$ cat config.mk
export PLATFORM = sky130hd
export DESIGN_NAME = date_to_epoch_seconds
export DESIGN_NICKNAME = d
export VERILOG_FILES = /design/src/design/dtes_pkg.sv /design/src/design/dtes_calendar.sv /design/src/design/date_to_epoch_seconds.sv
export SDC_FILE = /design/constraint.sdc
export NUM_CORES = 1
export LEC_CHECK = 0
export ABC_AREA = 1
export BUFFER_PORTS_ARGS = -buffer_cell sky130_fd_sc_hd__buf_4
export CAP_MARGIN = 0
export CORE_UTILIZATION = 60
export CTS_BUF_LIST = sky130_fd_sc_hd__clkbuf_16
export CTS_CLUSTER_SIZE = 25
export DETAILED_ROUTE_END_ITERATION = 6
export PLACE_DENSITY = 0.82
export REMOVE_ABC_BUFFERS = 1
export SYNTH_ARGS = -nofsm -noshare
export SYNTH_HDL_FRONTEND = slang
export SYNTH_HIERARCHICAL = 1
export SYNTH_SLANG_ARGS = --single-unit
export TNS_END_PERCENT = 50
$ cat constraint.sdc
create_clock -name clock -period 17.1 [get_ports clock]
set_input_delay 4.275 -clock clock [delete_from_list [all_inputs] [get_ports clock]]
set_output_delay 4.275 -clock clock [all_outputs]
set_load 0.01 [all_outputs]
$ cat src/design/dtes_pkg.sv
`default_nettype none
package dtes_pkg;

   localparam int YEAR_W  = 12;
   localparam int MONTH_W = 4;
   localparam int DAY_W   = 5;
   localparam int HOUR_W  = 5;
   localparam int MIN_W   = 6;
   localparam int SEC_W   = 6;
   localparam int EPOCH_W = 32;

   // days since the epoch stay below 2^16 over the supported years
   localparam int DAYS_W  = 16;
   // hour*3600 + minute*60 + second for any input bit pattern
   localparam int HMS_W   = 17;

   localparam logic [YEAR_W-1:0]  EPOCH_YEAR    = 12'd1970;
   localparam logic [YEAR_W-1:0]  LAST_YEAR     = 12'd2099;
   localparam logic [MONTH_W-1:0] MONTH_FIRST   = 4'd1;
   localparam logic [MONTH_W-1:0] MONTH_LAST    = 4'd12;
   localparam logic [MONTH_W-1:0] MONTH_FEB     = 4'd2;
   localparam logic [8:0]         DAYS_YEAR     = 9'd365;
   localparam logic [16:0]        SECS_DAY      = 17'd86400;
   localparam logic [11:0]        SECS_HOUR     = 12'd3600;
   localparam logic [5:0]         SECS_MINUTE   = 6'd60;

   // result of the calendar stages, handed to the seconds stages
   typedef struct packed {
      logic              valid;
      logic              err;
      logic [DAYS_W-1:0] days;
      logic [HMS_W-1:0]  hms;
   } cal_out_type;

   // days before the first of a month in a common year; index 0 is January
   function automatic logic [8:0] month_start(input logic [MONTH_W-1:0] idx);
      logic [8:0] d;
      begin
         case (idx)
            4'd0:    d = 9'd0;
            4'd1:    d = 9'd31;
            4'd2:    d = 9'd59;
            4'd3:    d = 9'd90;
            4'd4:    d = 9'd120;
            4'd5:    d = 9'd151;
            4'd6:    d = 9'd181;
            4'd7:    d = 9'd212;
            4'd8:    d = 9'd243;
            4'd9:    d = 9'd273;
            4'd10:   d = 9'd304;
            4'd11:   d = 9'd334;
            default: d = 9'd0;
         endcase
         return d;
      end
   endfunction

endpackage
`default_nettype wire

$ cat src/design/dtes_calendar.sv
`default_nettype none
module dtes_calendar (
   input  wire logic                           clock,
   input  wire logic                           reset,
   input  wire logic                           advance,
   input  wire logic                           in_valid,
   input  wire logic [dtes_pkg::YEAR_W-1:0]    year,
   input  wire logic [dtes_pkg::MONTH_W-1:0]   month,
   input  wire logic [dtes_pkg::DAY_W-1:0]     day,
   input  wire logic [dtes_pkg::HOUR_W-1:0]    hour,
   input  wire logic [dtes_pkg::MIN_W-1:0]     minute,
   input  wire logic [dtes_pkg::SEC_W-1:0]     second,
   output dtes_pkg::cal_out_type               cal_out
);
   import dtes_pkg::*;

   // stage 1: range check, year offset, clamp month, time products
   logic               v1_ff;
   logic               err1_ff, err1_in;
   logic [7:0]         n1_ff, n1_in;
   logic               leap1_ff, leap1_in;
   logic [MONTH_W-1:0] mon1_ff, mon1_in;
   logic [DAY_W-1:0]   day1_ff;
   logic [HMS_W-1:0]   hsec1_ff, hsec1_in;
   logic [11:0]        msec1_ff, msec1_in;
   logic [SEC_W-1:0]   sec1_ff;

   // stage 2: days of whole years and whole months, time of day
   logic               v2_ff;
   logic               err2_ff;
   logic [DAYS_W-1:0]  yd2_ff, yd2_in;
   logic [8:0]         md2_ff, md2_in;
   logic [DAY_W-1:0]   day2_ff;
   logic [HMS_W-1:0]   hms2_ff, hms2_in;

   // stage 3: day count
   logic               v3_ff;
   logic               err3_ff;
   logic [DAYS_W-1:0]  days3_ff, days3_in;
   logic [HMS_W-1:0]   hms3_ff;

   always_comb begin
      logic [YEAR_W-1:0] diff;
      err1_in = (year < EPOCH_YEAR) || (year > LAST_YEAR);
      diff    = year - EPOCH_YEAR;
      n1_in   = diff[7:0];
      // within 1970..2099 the only century is 2000, a leap year
      leap1_in = (year[1:0] == 2'b00);
      if (month < MONTH_FIRST) begin
         mon1_in = MONTH_FIRST;
      end else if (month > MONTH_LAST) begin
         mon1_in = MONTH_LAST;
      end else begin
         mon1_in = month;
      end
      hsec1_in = HMS_W'({12'd0, hour} * {5'd0, SECS_HOUR});
      msec1_in = 12'({6'd0, minute} * {6'd0, SECS_MINUTE});
   end

   always_comb begin
      logic [8:0] n_ext;
      logic [5:0] leaps;
      n_ext  = {1'b0, n1_ff} + 9'd1;
      // leap years in [1970, year) are 1972, 1976, ...
      leaps  = n_ext[7:2];
      yd2_in = DAYS_W'({8'd0, n1_ff} * {7'd0, DAYS_YEAR}) + DAYS_W'(leaps);
      md2_in = month_start(mon1_ff - MONTH_FIRST)
             + {8'd0, (leap1_ff && (mon1_ff > MONTH_FEB))};
      hms2_in = hsec1_ff + HMS_W'(msec1_ff) + HMS_W'(sec1_ff);
   end

   assign days3_in = yd2_ff + DAYS_W'(md2_ff) + DAYS_W'(day2_ff);

   always_ff @(posedge clock) begin
      if (reset) begin
         v1_ff <= 1'b0;
         v2_ff <= 1'b0;
         v3_ff <= 1'b0;
      end else if (advance) begin
         v1_ff <= in_valid;
         v2_ff <= v1_ff;
         v3_ff <= v2_ff;
      end
   end

   always_ff @(posedge clock) begin
      if (advance) begin
         err1_ff  <= err1_in;
         n1_ff    <= n1_in;
         leap1_ff <= leap1_in;
         mon1_ff  <= mon1_in;
         day1_ff  <= day;
         hsec1_ff <= hsec1_in;
         msec1_ff <= msec1_in;
         sec1_ff  <= second;

         err2_ff  <= err1_ff;
         yd2_ff   <= yd2_in;
         md2_ff   <= md2_in;
         day2_ff  <= day1_ff;
         hms2_ff  <= hms2_in;

         err3_ff  <= err2_ff;
         days3_ff <= days3_in;
         hms3_ff  <= hms2_ff;
      end
   end

   assign cal_out.valid = v3_ff;
   assign cal_out.err   = err3_ff;
   assign cal_out.days  = days3_ff;
   assign cal_out.hms   = hms3_ff;

endmodule
`default_nettype wire

$ cat src/design/date_to_epoch_seconds.sv
// Calendar date and time to seconds since 1970-01-01 00:00:00.
//
// Request channel: req_valid with req_year, req_month, req_day, req_hour,
// req_minute, req_second; a request is taken on a clock edge with
// req_valid high and req_stall low.
// Response channel: rsp_valid with rsp_epoch_seconds and rsp_status;
// status 1 flags a year outside 1970..2099 and comes with a zero count.
// Month is clamped to 1..12; day, hour, minute and second are added as
// given and the sum wraps modulo 2^32.
//
// Requests pass through a five-stage pipeline (range check, year/month
// day counts, day sum, day*86400 multiply, final add). A new request
// can enter every cycle while req_stall is low.
// While rsp_valid is high and rsp_stall is asserted the whole pipeline
// holds and req_stall is raised; nothing is dropped or repeated.
// Reset (synchronous, active high) empties the pipeline.
`default_nettype none
module date_to_epoch_seconds (
   input  wire logic                            clock,
   input  wire logic                            reset,
   input  wire logic                            req_valid,
   output      logic                            req_stall,
   input  wire logic [dtes_pkg::YEAR_W-1:0]     req_year,
   input  wire logic [dtes_pkg::MONTH_W-1:0]    req_month,
   input  wire logic [dtes_pkg::DAY_W-1:0]      req_day,
   input  wire logic [dtes_pkg::HOUR_W-1:0]     req_hour,
   input  wire logic [dtes_pkg::MIN_W-1:0]      req_minute,
   input  wire logic [dtes_pkg::SEC_W-1:0]      req_second,
   output      logic                            rsp_valid,
   input  wire logic                            rsp_stall,
   output      logic [dtes_pkg::EPOCH_W-1:0]    rsp_epoch_seconds,
   output      logic                            rsp_status
);
   import dtes_pkg::*;

   logic                advance;
   cal_out_type         cal;

   logic                v4_ff;
   logic                err4_ff;
   logic [EPOCH_W-1:0]  prod4_ff, prod4_in;
   logic [HMS_W-1:0]    hms4_ff;

   logic                rsp_valid_ff;
   logic [EPOCH_W-1:0]  epoch_ff, epoch_in;
   logic                status_ff;

   // hold every stage while a response waits on a stalled receiver
   assign advance   = !(rsp_valid_ff && rsp_stall);
   assign req_stall = !advance;

   dtes_calendar u_calendar (
      .clock    (clock),
      .reset    (reset),
      .advance  (advance),
      .in_valid (req_valid),
      .year     (req_year),
      .month    (req_month),
      .day      (req_day),
      .hour     (req_hour),
      .minute   (req_minute),
      .second   (req_second),
      .cal_out  (cal)
   );

   assign prod4_in = EPOCH_W'({17'd0, cal.days} * {16'd0, SECS_DAY});

   // days counted from day 1, so drop one day; wraps when day is zero
   assign epoch_in = err4_ff ? '0
                   : (prod4_ff - EPOCH_W'(SECS_DAY) + EPOCH_W'(hms4_ff));

   always_ff @(posedge clock) begin
      if (reset) begin
         v4_ff        <= 1'b0;
         rsp_valid_ff <= 1'b0;
      end else if (advance) begin
         v4_ff        <= cal.valid;
         rsp_valid_ff <= v4_ff;
      end
   end

   always_ff @(posedge clock) begin
      if (advance) begin
         err4_ff   <= cal.err;
         prod4_ff  <= prod4_in;
         hms4_ff   <= cal.hms;
         epoch_ff  <= epoch_in;
         status_ff <= err4_ff;
      end
   end

   assign rsp_valid         = rsp_valid_ff;
   assign rsp_epoch_seconds = epoch_ff;
   assign rsp_status        = status_ff;

endmodule
`default_nettype wire

Word-level counts from Yosys, hierarchy flattened:

Memories as Yosys holds them, arrays and structs flattened.
Cells that the tools add are included.

* bits in registers: 211
* bits in latches: 0
* memory bits (writable): 0
* ROM bits: 144
* input bits: 42
* output and inout port bits: 35
* word-level logic and storage cells: 54
* memories kept: 1

* $add $sub $neg: 11
* multipliers: 4
* div/mod/pow operators: 0
* order comparisons: 5
* equality and inequality tests: 0
* shifts and indexed selects: 0
* multiplexer cells: 1
* bitwise gates (word level): 0
* reductions and logical operators: 5

Memories
* (no name shown): words 16, bits a word 9, rd ports 1, clocked after memory_dff 0, write ports 0, RTL line dtes_pkg.sv:39 `case (idx)`

Operators by type and width (number)
* 32-bit by 17-bit adder with 32-bit output: 1
* 32-bit by 17-bit subtractor with 32-bit output, second input constant: 1
* 16-bit by 10-bit multiplier with 25-bit output, second input constant: 1
* 17-bit by 12-bit adder with 17-bit output: 1
* 17-bit by 6-bit adder with 17-bit output: 1
* 16-bit by 5-bit adder with 16-bit output: 1
* 16-bit by 6-bit adder with 16-bit output: 1
* 16-bit by 9-bit adder with 16-bit output: 1
* 8-bit by 9-bit multiplier with 16-bit output, second input constant: 1
* 5-bit by 8-bit multiplier with 13-bit output, second input constant: 1
* 12-bit greater-than comparator, second input constant: 1
* 12-bit by 11-bit less-than comparator with 1-bit output, second input constant: 1
* 6-bit by 4-bit multiplier with 10-bit output, second input constant: 1
* 9-bit by 1-bit adder with 9-bit output: 1
* 8-bit by 1-bit adder with 8-bit output, second input constant: 1
* 8-bit subtractor, second input constant: 1
* 4-bit by 2-bit greater-than comparator with 1-bit output, second input constant: 1
* 4-bit greater-than comparator, second input constant: 1
* 4-bit by 1-bit less-than comparator with 1-bit output, second input constant: 1
* 4-bit two-way mux: 1
* 4-bit by 1-bit subtractor with 4-bit output, second input constant: 1
* 1-bit logical AND: 2
* 2-bit logical NOT: 1
* 2-bit OR reduction: 1
* 1-bit logical OR: 1

Logic depth before layout (Yosys ltp):

Gate-level depths: netlist of the first run.

* word-level depth: 3
* mapped depth: 21
* mapped depth without buffers: 21

Hierarchy:

Netlist of the first run, hierarchy kept.

By module, submodules not included
* dtes_calendar: times used 1, cells an instance 806, area an instance 8881.0 sq um
* date_to_epoch_seconds: times used 1, cells an instance 933, area an instance 7503.4 sq um

Worst setup path before layout of the first run:

No wires, ideal clock.

* path type: input -> output
* start point: input rsp_stall
* end point: output req_stall
* data arrival time: 9382 ps
* setup slack: 3443 ps
* stages on the path: 2
* path buffers: 0
* path through: nand2_1 inv_1

* cells in the longest elaborated chain, start to end: 1

Ends and longest elaborated chain
* start: declaration: RTL line date_to_epoch_seconds.sv:30 `input wire logic rsp_stall,`
* 1-bit logical AND: RTL line date_to_epoch_seconds.sv:49 `assign advance = !(rsp_valid_ff && rsp_stall);`
* end: declaration: RTL line date_to_epoch_seconds.sv:22 `output logic req_stall,`

No other way between the ends.

Worst setup path in the final report of the first run:

Ends and elaborated chain as after synthesis.

==> results.md, run 1 <==
- Synth area leaders: edfxtp_1 (38%), ha_1 (18%), fa_1 (8.8%)
- Worst Max-Slew Pin Slew: roughly 1100 ps
- Root Buffer: clkbuf_16
- Detailed Place HPWL: approximately 24000 um
- Post-Syn Area: approximately 16000 um2
- Critical-path top delay cell: nand2_4
- Vias in the first global route: 11300
- Largest net degree at the start of global routing: 94
- Syn Inst Count: between 1500 and 2000
- Final ANT Viol Nets: 0
- Finished Layout Cells: 2190
- Tcrit/Tclk final: between 50% and 60%
- Ports: a little under 80
- Slew Viols, Final: 0
- Most common cell after layout, fill and taps aside: inv_1
- DRC Markers: 0
- Post-synthesis sequential area ratio: about two fifths
- Post-synth top area cell: edfxtp_1
- IO buf count: between 70 and 80
- Period minus WS final: slightly above 9000 ps
- Final WL: ~30000 um
- Final setup viols: 0
- Xor/xnor share of the synthesized area: around 4.2%
- Clk slew on worst S/H paths: 60 ps
- Layout area overhead: 10.6%
- Die height: 167 um
- Setup Crit Path Kind: in2out
- Overall die width: 167 um
- Post-synth EDFFs: just over 200
- Sink Count: between 200 and 250
- Layout cells sized above 1: under 10%
- Synth cell types: 47
- Max-cap check violation count: 0
- Register area: between 6000 and 7000 um2
- Hold Path Class: reg2reg
- RD Place Congestion: 0.911
- Setup crit start kind: primary input
- Clock Skew: between 15 and 20 ps
- Worst-path fanout max: 38
- Drt via density: between 5 and 6
- Fill count: roughly 2000
- CP Cell Sequence: buf_4, nand2_4, inv_1, buf_4
- Req. time, crit path: between 10000 and 15000 ps
- Flops & latches, synth: 210
- Post-synthesis mux area share: 0%
- Fin Setup TNS: 0 ps
- Syn_area_per_cell: approximately 9.4 um2
- Max-slew headroom: 26.2%
- Finished Core Util: roughly two thirds
- CTS-repair resized insts: 0
- DP Cell Count: 2149
- Top cell by count, worst path: buf_4
- CTS tree: built
- Via count: between 10000 and 15000
- CTS Hold Bufs: 0
- Synth Area in Simple Gates: between 15 and 20%
- Starting DRC count in detailed routing: 556
- Multi-input logic area: ~8700 um2
- # diodes: 0
- Gr usage total: 21.8%
- CTS Buffer Depth: 3
- Crit end category: output port
- RSZ-0062 raised after global routing: false
- Die Area: around 28000 um2
- Post-synth top area share: between 30% and 40%
- Adder-cell share of the synthesized area: 27.2%
- Main combinational cell family by area after synthesis: adder cells
- Max H-tree Level: 1
- Final Instance Area: 18100 um2
- Yosys warnings: 6
- Max Clk Rate: approximately 0.11 GHz
- Core area: ~27000 um2
- Clock latency on the worst-skew pair: 530 ps
- Initial antenna violation count: 0
- Std cell rows: 60
- Nets: 2188
- Compound-Gate Fraction of Synth Area: 5.27%
- Commonest non-fill, non-tap cells in the layout: inv_1 (350), nand2_1 (344), ha_1 (241), edfxtp_1 (205), nor2_1 (94)
- Critical path's largest stage delay: approximately 340 ps
- Top_reg_cell synth: edfxtp_1
- First-pass DRT Iterations: 5
- Initial Util: between 60 and 70%
- Post-CTS Repair Setup Buffers: 0
- Fin. Hold Viols: 0
- CTS Buf Count: 23
- Total gr overflow: 0
- DR WL/cell: 13.6 um
- Status: complete, no violations
- Ys async rst share: 0%
- Cell Area, Placed: around 17000 um2
- Global-route wire length before repair: between 50000 and 60000 um
- Critical path arrival: a little over 5000 ps
## state kept, by name (all words and copies together) (netlist names), 4 cells and up
name,flops
hms4_ff,17
prod4_ff,25
rsp_epoch_seconds,32
u_calendar/day1_ff,5
u_calendar/day2_ff,5
u_calendar/days3_ff,16
u_calendar/hms2_ff,17
u_calendar/hms3_ff,17
u_calendar/hsec1_ff,12
u_calendar/md2_ff,9
u_calendar/mon1_ff,4
u_calendar/msec1_ff,10
u_calendar/n1_ff,8
u_calendar/sec1_ff,6
u_calendar/yd2_ff,16
## path summary, 6_finish.rpt
kind | start | end | slack, ps | cells past startpoint
hold reg to reg | u_calendar/hms2_ff[1]$_DFFE_PP_ | u_calendar/hms3_ff[1]$_DFFE_PP_ | 410 | 0
setup reg to reg | u_calendar/days3_ff[1]$_DFFE_PP_ | prod4_ff[26]$_DFFE_PN_ | 12730 | 17
hold / removal | u_calendar/hms2_ff[1]$_DFFE_PP_ | u_calendar/hms3_ff[1]$_DFFE_PP_ | 410 | 0
setup / recovery | rsp_stall | req_stall | 7760 | 4
## logic make-up (layout without fill, tap and decap cells)
kind of cell               count (synthesis)  count (layout)
AOI/OAI and AO/OA                        158             158
xor gates and xnor gates                  78              78
adders and majority gates                313             313
buffers and inverters                    367             477
DFF                                      210             210
and+or+nand+nor                          613             613
## metal layers
metal / up-vias / wire length, um / track usage [%]
met2: 187 / 15100 / 40.5
met3: 47 / 922 / 2.55
li1: 5839 / - / -
met1: 5223 / 13100 / 26.9
met5: - / 0 / 0
met4: 0 / 618 / 5.54
## stage by stage
step	hold WS, ps	setup WS, ps
after floorplan	400	3440
after global placement	401	7800
after detailed placement	405	7740
after CTS	416	7740
after global routing	420	7680
final	413	7760
## area by class of cell
| type | count | area share (%) |
|---|---|---|
| clock buffers | 23 | 3.18 |
| clock inverters | 18 | 1.05 |
| flip-flops and latches | 210 | 34.5 |
| repair buffers | 78 | 3.23 |
| multi-input cells | 1162 | 48.2 |
| inverters | 358 | 7.42 |
| well taps | 341 | 2.36 |
## synth_stat cells (4+ instances only)
| cell type | n |
|---|---|
| o21ai_0 | 32 |
| nand2_4 | 5 |
| nor3_1 | 7 |
| nand3_1 | 80 |
| edfxtp_1 | 205 |
| nand3_2 | 5 |
| xor2_1 | 57 |
| nor2_2 | 14 |
| ha_1 | 241 |
| fa_1 | 72 |
| nand4_1 | 22 |
| a21o_1 | 8 |
| dfxtp_1 | 5 |
| xnor2_1 | 21 |
| o21bai_1 | 4 |
| o21ai_1 | 7 |
| inv_1 | 348 |
| nand2_2 | 20 |
| nand2_1 | 345 |
| inv_2 | 7 |
| a21oi_1 | 92 |
| nand3b_1 | 4 |
| a21oi_2 | 4 |
| nor2_1 | 94 |
| nor2_4 | 4 |
## worst max-delay path, delay by kind of cell
kind	cells	cell delay [ps]
buf+inv	3	440
simple gates	1	340
Power of run 1 is left out: the tool's default activity adds up to more than one toggle a clock period on the data nets, which glitch-free logic cannot reach.
==> run 2: changes to the inputs <==
--- a/config.mk
+++ b/config.mk
@@ -8,7 +8,7 @@
 export ABC_AREA = 1
 export BUFFER_PORTS_ARGS = -buffer_cell sky130_fd_sc_hd__buf_4
 export CAP_MARGIN = 0
-export CORE_UTILIZATION = 60
+export CORE_UTILIZATION = 57
 export CTS_BUF_LIST = sky130_fd_sc_hd__clkbuf_16
 export CTS_CLUSTER_SIZE = 25
 export DETAILED_ROUTE_END_ITERATION = 6
==> constraint.sdc (replaced) <==
create_clock -name clock -period 8 [get_ports clock]
set_input_delay 2 -clock clock [delete_from_list [all_inputs] [get_ports clock]]
set_output_delay 2 -clock clock [all_outputs]
set_load 0.01 [all_outputs]
==> run 2 against run 1 <==
Compared with the run above:
- routed wire length is 2.7% higher
- core utilization fell by 2.6 points
- cell count is 1.7% higher
- critical path depth is the same
- via count grew 1.9%
- non-clock buffer count unchanged
- clock skew decreased by 0.86 ps
- register-to-register slack lost 9100 ps
- worst hold slack worse by 2.1 ps
- critical path type unchanged
- critical endpoint unchanged
==> results.md, run 2 (synthesis results as in run 1) <==
- Hold Slack: 411 ps (-2.06 ps)
- Top cell by count, worst path: buf_4
- Layout area overhead: 10.8%
- Root Buffer: clkbuf_16
- Setup crit start kind: primary input
- Max Clk Rate: approximately 0.20 GHz
- CTS Buf Count: 23 (unchanged)
- Layout cells sized above 1: 9.79% (+0.16 points)
- Die height: 172 um (+2.6%)
- DRC Markers: 0 (unchanged)
- Clk slew on worst S/H paths: 60 ps (about the same)
- Nets: 2188 (unchanged)
- Req. time, crit path: 6000 ps (-6820 ps)
- CTS-repair resized insts: 0 (unchanged)
- Fill count: 2233 (+9.8%)
- Fin. Hold Viols: 0 (unchanged)
- Max H-tree Level: 1 (unchanged)
- Most common cell after layout, fill and taps aside: inv_1
- DP Cell Count: 2186 (+1.7%)
- Hold Path Class: reg2reg
- Ports: 77 (unchanged)
- CTS tree: built
- CP Cell Sequence: buf_4, nand2_4, inv_1, buf_4
- Final ANT Viol Nets: 0 (unchanged)
- Period minus WS final: around 5000 ps
- Worst Max-Slew Pin Slew: 987 ps (-120 ps)
- Register area: 6260 um2 (unchanged)
- Worst-path fanout max: 57 (+50%)
- Final setup viols: 0 (unchanged)
- Total gr overflow: 0 (unchanged)
- RD Place Congestion: 0.929 (+2.0%)
- Detailed Place HPWL: 24300 um (+3.2%)
- Sink Count: 210 (unchanged)
- Clock Skew: 14.1 ps (-0.863 ps)
- Max reg flops: 32 (unchanged)
- Status: complete, no violations
- Largest net degree at the start of global routing: 85 (-9.6%)
- Final WL: 30500 um (+2.7%)
- # diodes: 0 (unchanged)
- Finished Layout Cells: 2227 (+1.7%)
- Buf/Inv on CP: 3 (unchanged)
- Commonest non-fill, non-tap cells in the layout: inv_1 (349), nand2_1 (344), ha_1 (241), edfxtp_1 (205), nor2_1 (94)
- Initial Util: 58.5% (-2.5 points)
- Clock latency on the worst-skew pair: 530 ps (about the same)
- Drt via density: 5.17 (+0.17%)
- Die Area: 29400 um2 (+5.2%)
- Overall die width: 172 um (+2.6%)
- Family with the most delay on the worst path: simple AND/OR/NAND/NOR gates
- RSZ-0062 raised after global routing: false
- Slew Viols, Final: 0 (unchanged)
- First-pass DRT Iterations: 7 (+2)
- Max-slew headroom: 34.2% (+8.0 points)
- Post-CTS Repair Setup Buffers: 0 (unchanged)
- DR WL/cell: 13.7 um (+0.99%)
- Crit end category: output port
- CTS Hold Bufs: 0 (unchanged)
- Max-cap check violation count: 0 (unchanged)
- Multi-input logic area: 8740 um2 (unchanged)
- CTS Buffer Depth: 3 (unchanged)
- Critical path's largest stage delay: 510 ps (+170 ps)
- Critical path arrival: 2990 ps (-2070 ps)
- IO buf count: 76 (unchanged)
- Core area: 28000 um2 (+4.2%)
- Setup Crit Path Kind: in2out
- Std cell rows: 61 (+1.7%)
- Tcrit/Tclk final: between 60% and 70%
- Gr usage total: 21.6% (-0.18 points)
- Global-route wire length before repair: 51500 um (+2.7%)
- Initial antenna violation count: 0 (unchanged)
- Via count: 11500 (+1.9%)
- Vias in the first global route: 11600 (+3.2%)
- Starting DRC count in detailed routing: 476 (-14%)
- Critical-path top delay cell: nand2_4
-- run 2: worst paths after layout --
kind	from	to	cells after the start	slack (ps)
setup reg to reg	u_calendar/n1_ff[4]$_DFFE_PP_	u_calendar/yd2_ff[14]$_DFFE_PP_	21	3640
hold / removal	u_calendar/sec1_ff[0]$_DFFE_PP_	u_calendar/hms2_ff[0]$_DFFE_PP_	0	410
hold reg to reg	u_calendar/sec1_ff[0]$_DFFE_PP_	u_calendar/hms2_ff[0]$_DFFE_PP_	0	410
setup / recovery	rsp_stall	req_stall	4	3010
-- run 2: worst reg2reg max path, stage by stage (launching register included) --
cell	delay, ps
edfxtp_1	500
ha_1	280
nand2_1	80
nor2_1	50
xor2_1	140
ha_1	280
inv_1	50
fa_1	490
inv_1	40
ha_1	270
inv_1	50
fa_1	530
inv_1	40
ha_1	350
a21oi_1	210
o21ai_0	170
nand2_1	90
nand2_1	110
a21oi_1	220
inv_1	60
nand2_1	50
nand2_1	40
-- run 2: area by class of cell --
cell class	instances	area share, %
timing repair buffer	78	3.23
inverter	358	7.40
sequential	210	34.5
tap	378	2.61
multi-input combinational	1162	48.1
clock buffer	23	3.17
clock inverter	18	1.01
-- run 2: per-layer routing --
layer / track usage [%] / vias to the layer above / part of all wire [%]
li1: - / 5873 / -
met4: 6.33 / 0 / 2.4
met3: 2.19 / 59 / 3.1
met2: 40.3 / 235 / 52
met5: 0 / - / 0
met1: 26.2 / 5339 / 43
-- run 2: stage by stage --
stage               util (%)  TNS [ps]  area, um2  setup WS (ps)
CTS                     64.8         0      18200           2990
finish                  64.8         0      18200           3010
detailed placement      62.1         0      17400           2990
global route            64.8         0      18200           2910
floorplan                  -     -1110      16300          -1110
global placement        62.1         0      17400           3030
Power of run 2 is left out for the same reason.
